**config.mk**
```make
export PLATFORM = sky130hd
export DESIGN_NAME = sysex_tone_record_decoder_core
export DESIGN_NICKNAME = d
export VERILOG_FILES = /design/src/hdl/strd_pkg.sv /design/src/hdl/sysex_tone_record_decoder_core.sv /design/src/hdl/strd_front.sv /design/src/hdl/strd_queue.sv /design/src/hdl/strd_back.sv
export SDC_FILE = /design/constraint.sdc
export NUM_CORES = 1
export LEC_CHECK = 0
export BUFFER_PORTS_ARGS = -buffer_cell sky130_fd_sc_hd__buf_4
export CAP_MARGIN = 10
export CORE_MARGIN = 10
export CORE_UTILIZATION = 55
export CTS_CLUSTER_DIAMETER = 120
export DETAILED_ROUTE_END_ITERATION = 16
export PLACE_DENSITY_LB_ADDON = 0.2
export SKIP_LAST_GASP = 1
export SYNTH_ARGS = -nofsm -noshare
export SYNTH_HDL_FRONTEND = slang
export SYNTH_SLANG_ARGS = --single-unit
```
**constraint.sdc**
```tcl
create_clock -name clk -period 4.4 [get_ports clk]
set_input_delay 0.22 -clock clk [delete_from_list [all_inputs] [get_ports clk]]
set_output_delay 0.22 -clock clk [all_outputs]
set_load 0.005 [all_outputs]
```
**src/hdl/strd_pkg.sv**
```systemverilog
// ----------------------------------------------------------------------------
// strd_pkg: shared types and constants of the tone record decoder
// Holds the framing bytes, header layout, verdict codes, record geometry and
// the item type that travels from the front end to the back end.
// ----------------------------------------------------------------------------
package strd_pkg;

	// Framing and header bytes.
	localparam logic [7:0] SYX_START = 8'hF0;
	localparam logic [7:0] SYX_END   = 8'hF7;
	localparam logic [7:0] MAKER_ID  = 8'h41;
	localparam logic [7:0] CMD_DT1   = 8'h12;

	// Header positions counted after the start byte.
	localparam logic [2:0] HDR_MAKER   = 3'd0;
	localparam logic [2:0] HDR_MODEL   = 3'd2;
	localparam logic [2:0] HDR_CMD     = 3'd3;
	localparam logic [2:0] HDR_ADDR_HI = 3'd4;
	localparam logic [2:0] HDR_ADDR_MD = 3'd5;
	localparam logic [2:0] HDR_ADDR_LO = 3'd6;
	localparam logic [2:0] HDR_DONE    = 3'd7;

	// Record geometry. The record size is a power of two.
	localparam int RECORD_BYTES = 256;
	localparam int SLOT_COUNT   = 64;
	localparam int REC_SHIFT    = $clog2(RECORD_BYTES);
	localparam int OFS_W        = REC_SHIFT;
	localparam int ADDR_W       = 21;
	localparam int AREA_SPAN    = SLOT_COUNT * RECORD_BYTES;
	localparam int SS_W         = 7;
	localparam int IDX_W        = 7;

	// Output field widths.
	localparam int SLOT_W   = 6;
	localparam int BOFS_W   = 8;
	localparam int STATUS_W = 3;
	localparam int COUNT_W  = 7;
	localparam int TDATA_W  = 32;

	// Result kinds.
	localparam logic KIND_DATA    = 1'b0;
	localparam logic KIND_VERDICT = 1'b1;

	// Verdict codes.
	localparam logic [STATUS_W-1:0] ST_OK       = 3'd0;
	localparam logic [STATUS_W-1:0] ST_SHORT    = 3'd1;
	localparam logic [STATUS_W-1:0] ST_BAD_HDR  = 3'd2;
	localparam logic [STATUS_W-1:0] ST_BAD_ADDR = 3'd3;
	localparam logic [STATUS_W-1:0] ST_BAD_SUM  = 3'd4;

	// Configuration registers.
	localparam int CFG_IDX_W = 2;
	localparam logic [CFG_IDX_W-1:0] CFG_AREA_BASE = 2'd0;
	localparam logic [CFG_IDX_W-1:0] CFG_MODEL_ID  = 2'd1;
	localparam logic [ADDR_W-1:0] AREA_BASE_RST = 21'h020000;
	localparam logic [6:0]        MODEL_ID_RST  = 7'h16;

	// Queue between front and back end.
	localparam int QDEPTH = 2;
	localparam int QPTR_W = $clog2(QDEPTH);
	localparam int QCNT_W = $clog2(QDEPTH + 1);

	typedef enum logic [1:0] {
		EV_START,
		EV_END,
		EV_HDR,
		EV_BODY
	} ev_kind_t;

	// One classified stream byte.
	typedef struct packed {
		ev_kind_t   kind;
		logic [2:0] pos;
		logic [7:0] data;
	} ev_t;

	typedef struct packed {
		logic [ADDR_W-1:0] area_base;
		logic [6:0]        model_id;
	} cfg_t;

endpackage

```
**src/hdl/sysex_tone_record_decoder_core.sv**
```systemverilog
// ----------------------------------------------------------------------------
// sysex_tone_record_decoder_core: tone record dump decoder
// Frames system-exclusive data-set messages from a raw byte stream and emits
// tentative record bytes and an end-of-message verdict.
// ----------------------------------------------------------------------------
// Usage:
//   Raw stream bytes enter on the s_ channel, one per accepted item. Results
//   leave on the m_ channel: m_tuser low marks a tentative data byte with its
//   slot and offset, m_tuser high marks the verdict with status and the number
//   of whole records to commit. Each data byte comes out when the next body
//   byte arrives, since the byte before the end byte is the checksum.
//   A byte that causes a result reaches m_tvalid through the queue and the
//   output register: the front end classifies it into the queue when it is
//   accepted, and the back end decodes it into the output register on a pop.
//   The block takes one byte per cycle while the queue has room; a two-item
//   queue between the framing front end and the decoding back end absorbs a
//   stall on either side. When m_tready is low, the output register holds
//   its result, the back end stops, the queue fills and s_tready drops once
//   the queue holds two message bytes. Reset clears the framing state, the
//   queue and the output register and loads the configuration defaults; no
//   clearing pass is needed. The configuration port is always ready; the
//   user must write it only while idle, and the block does not check this.
// ----------------------------------------------------------------------------
module sysex_tone_record_decoder_core
	import strd_pkg::*;
(
	input  logic                 clk,
	input  logic                 arst_n,
	input  logic                 s_tvalid,
	output logic                 s_tready,
	input  logic [7:0]           s_tdata,    // byte_in[7:0]
	output logic                 m_tvalid,
	input  logic                 m_tready,
	// slot[5:0], byte_offset[13:6], data_byte[21:14], status[24:22],
	// record_count[31:25]
	output logic [TDATA_W-1:0]   m_tdata,
	output logic                 m_tuser,    // result_kind[0]
	input  logic                 cfg_valid,
	output logic                 cfg_ready,
	input  logic [CFG_IDX_W-1:0] cfg_index,
	input  logic [ADDR_W-1:0]    cfg_data
);

	cfg_t cfg_q;
	logic q_full;
	logic push;
	ev_t  push_ev;
	logic pop;
	logic q_nonempty;
	ev_t  head;

	assign cfg_ready = 1'b1;

	// Configuration registers.
	always_ff @(posedge clk or negedge arst_n) begin
		if (!arst_n) begin
			cfg_q.area_base <= AREA_BASE_RST;
			cfg_q.model_id  <= MODEL_ID_RST;
		end else if (cfg_valid && cfg_ready) begin
			unique case (cfg_index)
				CFG_AREA_BASE: cfg_q.area_base <= cfg_data;
				CFG_MODEL_ID:  cfg_q.model_id  <= cfg_data[6:0];
				default: begin
				end
			endcase
		end
	end

	strd_front u_front (
		.clk      (clk),
		.arst_n   (arst_n),
		.s_tvalid (s_tvalid),
		.s_tready (s_tready),
		.s_tdata  (s_tdata),
		.q_full   (q_full),
		.push     (push),
		.push_ev  (push_ev)
	);

	strd_queue u_queue (
		.clk      (clk),
		.arst_n   (arst_n),
		.push     (push),
		.push_ev  (push_ev),
		.full     (q_full),
		.pop      (pop),
		.nonempty (q_nonempty),
		.head     (head)
	);

	strd_back u_back (
		.clk        (clk),
		.arst_n     (arst_n),
		.cfg        (cfg_q),
		.q_nonempty (q_nonempty),
		.ev         (head),
		.pop        (pop),
		.m_tvalid   (m_tvalid),
		.m_tready   (m_tready),
		.m_tdata    (m_tdata),
		.m_tuser    (m_tuser)
	);

endmodule

```
**src/hdl/strd_front.sv**
```systemverilog
// ----------------------------------------------------------------------------
// strd_front: message framing front end
// Tracks whether the stream is inside a message and how far the header has
// come, and turns each relevant byte into a classified item for the back end.
// ----------------------------------------------------------------------------
module strd_front
	import strd_pkg::*;
(
	input  logic       clk,
	input  logic       arst_n,
	input  logic       s_tvalid,
	output logic       s_tready,
	input  logic [7:0] s_tdata,    // byte_in[7:0]
	input  logic       q_full,
	output logic       push,
	output ev_t        push_ev
);

	logic       in_msg_q;
	logic [2:0] hdr_pos_q;
	logic       accept;

	assign s_tready = !q_full;
	assign accept   = s_tvalid && s_tready;

	// Classify the byte against the current framing state.
	always_comb begin
		push         = 1'b0;
		push_ev.kind = EV_BODY;
		push_ev.pos  = hdr_pos_q;
		push_ev.data = s_tdata;
		if (accept) begin
			if (!in_msg_q) begin
				if (s_tdata == SYX_START) begin
					push         = 1'b1;
					push_ev.kind = EV_START;
				end
			end else if (s_tdata == SYX_END) begin
				push         = 1'b1;
				push_ev.kind = EV_END;
			end else if (hdr_pos_q != HDR_DONE) begin
				push         = 1'b1;
				push_ev.kind = EV_HDR;
			end else begin
				push         = 1'b1;
				push_ev.kind = EV_BODY;
			end
		end
	end

	// Framing state.
	always_ff @(posedge clk or negedge arst_n) begin
		if (!arst_n) begin
			in_msg_q  <= 1'b0;
			hdr_pos_q <= '0;
		end else if (accept) begin
			if (!in_msg_q) begin
				if (s_tdata == SYX_START) begin
					in_msg_q  <= 1'b1;
					hdr_pos_q <= '0;
				end
			end else if (s_tdata == SYX_END) begin
				in_msg_q <= 1'b0;
			end else if (hdr_pos_q != HDR_DONE) begin
				hdr_pos_q <= hdr_pos_q + 3'd1;
			end
		end
	end

endmodule

```
**src/hdl/strd_queue.sv**
```systemverilog
// ----------------------------------------------------------------------------
// strd_queue: two-entry item queue
// Decouples the front end from the back end so that a stall on one side
// does not at once hold up the other.
// ----------------------------------------------------------------------------
module strd_queue
	import strd_pkg::*;
(
	input  logic clk,
	input  logic arst_n,
	input  logic push,
	input  ev_t  push_ev,
	output logic full,
	input  logic pop,
	output logic nonempty,
	output ev_t  head
);

	ev_t               mem_q [QDEPTH];
	logic [QPTR_W-1:0] wr_ptr_q;
	logic [QPTR_W-1:0] rd_ptr_q;
	logic [QCNT_W-1:0] cnt_q;

	assign full     = (cnt_q == QCNT_W'(QDEPTH));
	assign nonempty = (cnt_q != '0);
	assign head     = mem_q[rd_ptr_q];

	// Entry storage.
	always_ff @(posedge clk) begin
		if (push) begin
			mem_q[wr_ptr_q] <= push_ev;
		end
	end

	// Pointers and fill count.
	always_ff @(posedge clk or negedge arst_n) begin
		if (!arst_n) begin
			wr_ptr_q <= '0;
			rd_ptr_q <= '0;
			cnt_q    <= '0;
		end else begin
			if (push) begin
				wr_ptr_q <= wr_ptr_q + QPTR_W'(1);
			end
			if (pop) begin
				rd_ptr_q <= rd_ptr_q + QPTR_W'(1);
			end
			if (push && !pop) begin
				cnt_q <= cnt_q + QCNT_W'(1);
			end else if (pop && !push) begin
				cnt_q <= cnt_q - QCNT_W'(1);
			end
		end
	end

	a_no_overflow: assert property (@(posedge clk) disable iff (!arst_n)
		!(push && full && !pop))
		else $error("queue written while full");

	a_no_underflow: assert property (@(posedge clk) disable iff (!arst_n)
		pop |-> nonempty)
		else $error("queue read while empty");

	a_count_range: assert property (@(posedge clk) disable iff (!arst_n)
		cnt_q <= QCNT_W'(QDEPTH))
		else $error("queue count out of range");

endmodule

```
**src/hdl/strd_back.sv**
```systemverilog
// ----------------------------------------------------------------------------
// strd_back: message decoding back end
// Checks the header, packs the address, keeps the running checksum, emits
// each data byte one byte late and builds the verdict at the end byte.
// ----------------------------------------------------------------------------
module strd_back
	import strd_pkg::*;
(
	input  logic               clk,
	input  logic               arst_n,
	input  cfg_t               cfg,
	input  logic               q_nonempty,
	input  ev_t                ev,
	output logic               pop,
	output logic               m_tvalid,
	input  logic               m_tready,
	output logic [TDATA_W-1:0] m_tdata,
	output logic               m_tuser
);

	logic              header_bad_q;
	logic [ADDR_W-1:0] addr_q;
	logic [SS_W-1:0]   start_slot_q;
	logic [6:0]        sum_q;
	logic [7:0]        held_q;
	logic              held_valid_q;
	logic [IDX_W-1:0]  rec_idx_q;
	logic [OFS_W-1:0]  ofs_q;

	logic               out_valid_q;
	logic               out_kind_q;
	logic [TDATA_W-1:0] out_data_q;

	logic [ADDR_W-1:0]   addr_hdr;
	logic [ADDR_W-1:0]   hdr_diff;
	logic [SS_W-1:0]     ss_hdr;
	logic [ADDR_W-1:0]   diff;
	logic                addr_ok;
	logic [SS_W:0]       room;
	logic [COUNT_W-1:0]  count;
	logic [STATUS_W-1:0] status;
	logic                any_data;
	logic                produce;
	logic                res_kind;
	logic [TDATA_W-1:0]  res_data;
	logic                ofs_last;

	assign pop = q_nonempty && (!out_valid_q || m_tready);

	// Address after shifting in a header address byte, and its start slot.
	always_comb begin
		addr_hdr = {addr_q[ADDR_W-8:0], ev.data[6:0]};
		hdr_diff = addr_hdr - cfg.area_base;
		ss_hdr   = (addr_hdr >= cfg.area_base) ? SS_W'(hdr_diff >> REC_SHIFT) : '0;
	end

	// Verdict at the end byte.
	always_comb begin
		diff     = addr_q - cfg.area_base;
		addr_ok  = (addr_q >= cfg.area_base) && (diff[REC_SHIFT-1:0] == '0) &&
			({1'b0, diff} < (ADDR_W + 1)'(AREA_SPAN));
		room     = (SS_W + 1)'(SLOT_COUNT) - {1'b0, start_slot_q};
		count    = ({1'b0, rec_idx_q} < room) ? rec_idx_q : COUNT_W'(room);
		any_data = (rec_idx_q != '0) || (ofs_q != '0);
		if (ev.pos != HDR_DONE || !held_valid_q || !any_data) begin
			status = ST_SHORT;
		end else if (header_bad_q) begin
			status = ST_BAD_HDR;
		end else if (rec_idx_q == '0) begin
			status = ST_SHORT;
		end else if (!addr_ok) begin
			status = ST_BAD_ADDR;
		end else if (held_q[6:0] != (7'd0 - sum_q)) begin
			status = ST_BAD_SUM;
		end else begin
			status = ST_OK;
		end
	end

	// Result for the item at the head of the queue.
	always_comb begin
		ofs_last = (ofs_q == OFS_W'(RECORD_BYTES - 1));
		produce  = 1'b0;
		res_kind = KIND_DATA;
		res_data = '0;
		case (ev.kind)
			EV_END: begin
				produce  = 1'b1;
				res_kind = KIND_VERDICT;
				res_data = {(status == ST_OK) ? count : COUNT_W'(0), status,
					8'd0, BOFS_W'(0), SLOT_W'(0)};
			end
			EV_BODY: begin
				produce  = held_valid_q;
				res_data = {COUNT_W'(0), ST_OK, held_q, BOFS_W'(ofs_q),
					SLOT_W'(start_slot_q + rec_idx_q)};
			end
			default: begin
				produce = 1'b0;
			end
		endcase
	end

	// Message state.
	always_ff @(posedge clk or negedge arst_n) begin
		if (!arst_n) begin
			header_bad_q <= 1'b0;
			addr_q       <= '0;
			start_slot_q <= '0;
			sum_q        <= '0;
			held_q       <= '0;
			held_valid_q <= 1'b0;
			rec_idx_q    <= '0;
			ofs_q        <= '0;
		end else if (pop) begin
			case (ev.kind)
				EV_START: begin
					header_bad_q <= 1'b0;
					addr_q       <= '0;
					start_slot_q <= '0;
					sum_q        <= '0;
					held_q       <= '0;
					held_valid_q <= 1'b0;
					rec_idx_q    <= '0;
					ofs_q        <= '0;
				end
				EV_HDR: begin
					case (ev.pos) inside
						HDR_MAKER: begin
							if (ev.data != MAKER_ID) header_bad_q <= 1'b1;
						end
						HDR_MODEL: begin
							if (ev.data != {1'b0, cfg.model_id}) header_bad_q <= 1'b1;
						end
						HDR_CMD: begin
							if (ev.data != CMD_DT1) header_bad_q <= 1'b1;
						end
						HDR_ADDR_HI, HDR_ADDR_MD, HDR_ADDR_LO: begin
							addr_q <= addr_hdr;
							sum_q  <= sum_q + ev.data[6:0];
							if (ev.pos == HDR_ADDR_LO) start_slot_q <= ss_hdr;
						end
						default: begin
						end
					endcase
				end
				EV_BODY: begin
					if (held_valid_q) begin
						sum_q <= sum_q + held_q[6:0];
						if (ofs_last) begin
							ofs_q <= '0;
							if (rec_idx_q != '1) rec_idx_q <= rec_idx_q + IDX_W'(1);
						end else begin
							ofs_q <= ofs_q + OFS_W'(1);
						end
					end
					held_q       <= ev.data;
					held_valid_q <= 1'b1;
				end
				default: begin
				end
			endcase
		end
	end

	// Output register.
	always_ff @(posedge clk or negedge arst_n) begin
		if (!arst_n) begin
			out_valid_q <= 1'b0;
		end else if (pop) begin
			out_valid_q <= produce;
		end else if (m_tready) begin
			out_valid_q <= 1'b0;
		end
	end

	always_ff @(posedge clk) begin
		if (pop && produce) begin
			out_kind_q <= res_kind;
			out_data_q <= res_data;
		end
	end

	assign m_tvalid = out_valid_q;
	assign m_tuser  = out_kind_q;
	assign m_tdata  = out_data_q;

	a_count_only_ok: assert property (@(posedge clk) disable iff (!arst_n)
		out_valid_q && out_kind_q == KIND_VERDICT && out_data_q[24:22] != ST_OK
		|-> out_data_q[31:25] == '0)
		else $error("records counted in a failed verdict");

	a_body_holds: assert property (@(posedge clk) disable iff (!arst_n)
		pop && ev.kind == EV_BODY |=> held_valid_q)
		else $error("body byte not held");

	a_index_grows: assert property (@(posedge clk) disable iff (!arst_n)
		!(pop && ev.kind == EV_START) |=> rec_idx_q >= $past(rec_idx_q))
		else $error("record index went backwards inside a message");

endmodule

```
==> results.json <==
{
  "wl_per_cell_um": 18.0,
  "powerDensity_mw_per_mm2": 584,
  "num_antenna_cells": 0,
  "grt_pass1_wl_um": 37100,
  "crit_fanout": 20,
  "p_comb_share_pct": 43.0,
  "nets": 1123,
  "synth_cells": 927,
  "rows": 47,
  "place_ws_ps": 684,
  "ys_seq_area_share_pct": 45.5,
  "pwr-share-seq_pct": 33.5,
  "power_switching_mw": 2.50,
  "synth_edf_count": 59,
  "p_leak_nw": 4.76,
  "syn_avg_cell_area_um2": 9.96,
  "cts.sinks": 156,
  "p_int_mw": 3.78,
  "cpMaxStageDelayCell": "dfrtp_1",
  "ant_nets": 0,
  "post-route-util_pct": 65.1,
  "setup_violations": 0,
  "drt_iter0_drc": 494,
  "holdCritPathClass": "in -> reg",
  "relSlewSlack_pct": 47.0,
  "rr_startpoint": "u_queue.rd_ptr_q$_DFFE_PN0P_",
  "drcViolationCount": 0,
  "synth_warnings": 0,
  "status": "completed",
  "num_vias": 7241,
  "clk_latency_ps": 420,
  "ys_top_cells_by_area": "dfrtp_1 25%, edfxtp_1 19%, ha_1 9.9%",
  "die_w_um": 150,
  "start_util_pct": 55.9,
  "met1_usage_pct": 27.6,
  "endpoint_kind": "flip-flop",
  "drv_slew": 0,
  "switching_share_pct": 39.7,
  "synth_top_cell_area_share_pct": 25.2,
  "r2r_setup_slack_ps": 640,
  "ys_async_sr_fraction_pct": 62.2,
  "cts_resized": 0,
  "hold_buffers": 16,
  "synth.distinct_cells": 77,
  "syn2layout_area_growth_pct": 16.5,
  "crit_top_cell": "inv_1",
  "io_buffers": 70,
  "use_met2_pct": 32.5,
  "final.setup.tns_ps": 0,
  "dr.pass1.iters": 5,
  "grt-busiest-layer": "met2",
  "place_hpwl_um": 16600,
  "fin_crit_sh_pct": 85.3,
  "crit_path_start_kind": "flip-flop",
  "period_needed_ps": 3760,
  "cpPeakStageDelay_ps": 460,
  "met3_usage_pct": 4.62,
  "vias_per_cell": 5.82,
  "die_area_mm2": 0.0224,
  "synth_nets": 1038,
  "drive_above_1_share_pct": 15.3,
  "cp_data_arrival_time_ps": 4070,
  "rsz0062_at_grt": "false",
  "worstMarginPinSlew_ps": 795,
  "fmax_mhz": 266,
  "grt_pass1_vias": 7047,
  "path_clk_slew_ps": 60,
  "wl_um": 22400,
  "finalInstanceArea_mm2": 0.0108,
  "pwr-share-clk_pct": 23.5,
  "peakVddDrop_uv": 338,
  "core_area_mm2": 0.0165,
  "synthFlopType": "dfrtp_1",
  "antenna_found_initial": 0,
  "cts_made_buffers": 17,
  "htree_levels": 4,
  "maxCapViolCount": 0,
  "clock_skew_ps": 10.8,
  "io_pins": 72,
  "track_usage_pct": 20.7,
  "critPathTopFamily": "buffers and inverters",
  "cp.buffers_inverters": 5,
  "worstSetupPathType": "reg -> reg",
  "post-cts-setup-buffer-count": 0,
  "grt_max_degree": 64,
  "place_area_mm2": 0.0100,
  "synth_seq_cells": 156,
  "total_power_mw": 6.28,
  "hold_viol": 0,
  "cts_tree": "built",
  "setup_ws_ps": 645,
  "grt_overflow": 0,
  "worstHoldStart": "cfg_data[14]",
  "die_y_um": 150,
  "cts-root-buf": "clkbuf_16",
  "path_cells": "mux2i_1 > buf_4 > inv_1 > buf_4 > ha_1 > inv_1 > mux2_2 > ha_1 > inv_1 > fa_1 > nor2b_1 > o21ai_0 > nand2b_1 > a21o_1 > a21oi_1 > xor2_1 > o21bai_1 > a22o_1",
  "critPathLaunch": "u_queue.rd_ptr_q$_DFFE_PN0P_",
  "worstPathRequired_ps": 4710,
  "clock_path_buffers": 2,
  "gp_congestion": 0.969,
  "synth_area_mm2": 0.00924,
  "yosysTopAreaCell": "dfrtp_1"
}
## area by class of cell
class                           count  area, um2
Clock buffer                       20        457
Multi-Input combinational cell    683       4710
Tap cell                          220        275
Inverter                           58        218
Clock inverter                     12        135
Fill cell                        1336       5770
Sequential cell                   156       4200
Timing Repair Buffer               96        761
## cell usage in the layout (no fill, tap or decap), types with 3 or more instances in the layout
cell type	instances
nand2_1	113
nor4_1	5
nand4_1	16
mux2_2	25
buf_4	80
inv_1	58
nor2b_1	12
o31ai_1	9
o21a_1	13
a211oi_1	7
dfstp_2	4
nor3_1	23
o32ai_1	4
clkbuf_16	17
clkinvlp_4	3
nand3b_1	4
dfrtp_1	93
and3_1	22
nand2b_1	10
a21oi_1	32
a21o_1	16
dlygate4sd3_1	16
o21bai_1	4
a32o_1	4
nor2_1	49
and2_1	4
a22o_1	4
xor2_1	15
inv_6	3
o21ai_0	84
o211ai_1	4
edfxtp_1	59
a31oi_1	5
xnor2_1	31
nand3_1	33
nor3b_1	3
ha_1	73
mux2i_1	11
## worst reg2reg max path, delay by kind of cell, from the launching register on
kind / cells / cell delay (ps)
buf+inv: 5 / 830
fa+ha+maj: 3 / 570
mux: 2 / 600
xor+xnor: 1 / 210
flops: 1 / 460
simple gates: 2 / 170
compound gates: 5 / 820
## metrics by stage
step | hold WS (ps) | cells
finish | 7.77 | 1245
global route | 8.87 | 1245
CTS | 0.780 | 1245
detailed placement | 372 | 1197
global placement | 361 | 1197
floorplan | -75.6 | 927
## sequential cells by signal, summed over array words and instances, names as in the netlist
name	count
u_back.m_tvalid	1
u_back.sum_q	7
u_queue.rd_ptr_q	1
u_back.held_q	8
u_back.m_tuser	1
u_front.hdr_pos_q	3
u_front.in_msg_q	1
cfg_q	28
u_queue.mem_q	26
u_back.ofs_q	8
u_queue.wr_ptr_q	1
u_back.m_tdata	32
u_back.start_slot_q	7
u_queue.cnt_q	2
u_back.rec_idx_q	7
u_back.held_valid_q	1
u_back.addr_q	21
u_back.header_bad_q	1
## cell families after synthesis
| kind of cell | count (synthesis) | share of synthesized area, % |
|---|---|---|
| compound gates | 212 | 15.0 |
| buf+inv | 88 | 3.67 |
| mux | 36 | 4.24 |
| other cells | 1 | 0.0406 |
| simple gates | 313 | 16.8 |
| flops | 156 | 45.5 |
| xor+xnor | 46 | 4.36 |
| fa+ha+maj | 75 | 10.3 |
## path summary, 6_finish.rpt
check	end	depth (start not counted)
worst max register to register	u_back.sum_q[6]$_DFFE_PN0P_	18
worst max-delay path	u_back.sum_q[6]$_DFFE_PN0P_	18
worst min-delay path	cfg_q[21]$_DFFE_PN0P_	3
worst min register to register	u_back.held_q[7]$_DFFE_PN0P_	2
max in group asynchronous	u_back.rec_idx_q[2]$_DFFE_PN0P_	3
min in group asynchronous	cfg_q[9]$_DFFE_PN0P_	2
## power by group through the flow
stage	clock network (mW)	logic [mW]	registers [mW]
after floorplan	0	2.00	2.02
after global placement	0	2.60	2.12
after detailed placement	0	2.64	2.12
after CTS	1.49	2.68	2.10
after global routing	1.56	3.01	2.14
final	1.47	2.70	2.10
## routing by layer
metal	share of wire (%)	vias up	wire (um)
met5	0	-	0
met4	2.2	0	482
met3	5.7	42	1270
met2	47	203	10500
met1	45	3483	10100
li1	-	3513	-
## cell usage after synthesis, types with 2 or more instances
master	number
o21a_1	13
clkbuf_1	23
mux2_2	25
xor2_1	15
edfxtp_1	59
nor2_1	49
nand4_1	16
o41ai_1	2
nor4b_1	2
o211ai_1	4
and2_1	4
nor3b_1	4
nor4_1	5
nand2_1	113
o2111ai_1	2
fa_1	2
o32ai_1	4
nand2b_1	10
ha_1	73
o21bai_1	4
a31oi_1	5
nor3_1	24
a22o_1	4
nand3b_1	4
or2b_1	2
dfstp_2	4
and3_1	22
a211oi_1	7
a21boi_0	2
buf_1	2
a32o_1	4
o31ai_1	9
o21ai_0	84
or3_1	2
nand3_1	33
buf_2	3
mux2i_1	11
a21oi_1	32
nor2b_1	12
xnor2_1	31
dfrtp_1	93
a21o_1	16
inv_1	58
Note: power is estimated with default switching activity, not from simulation.
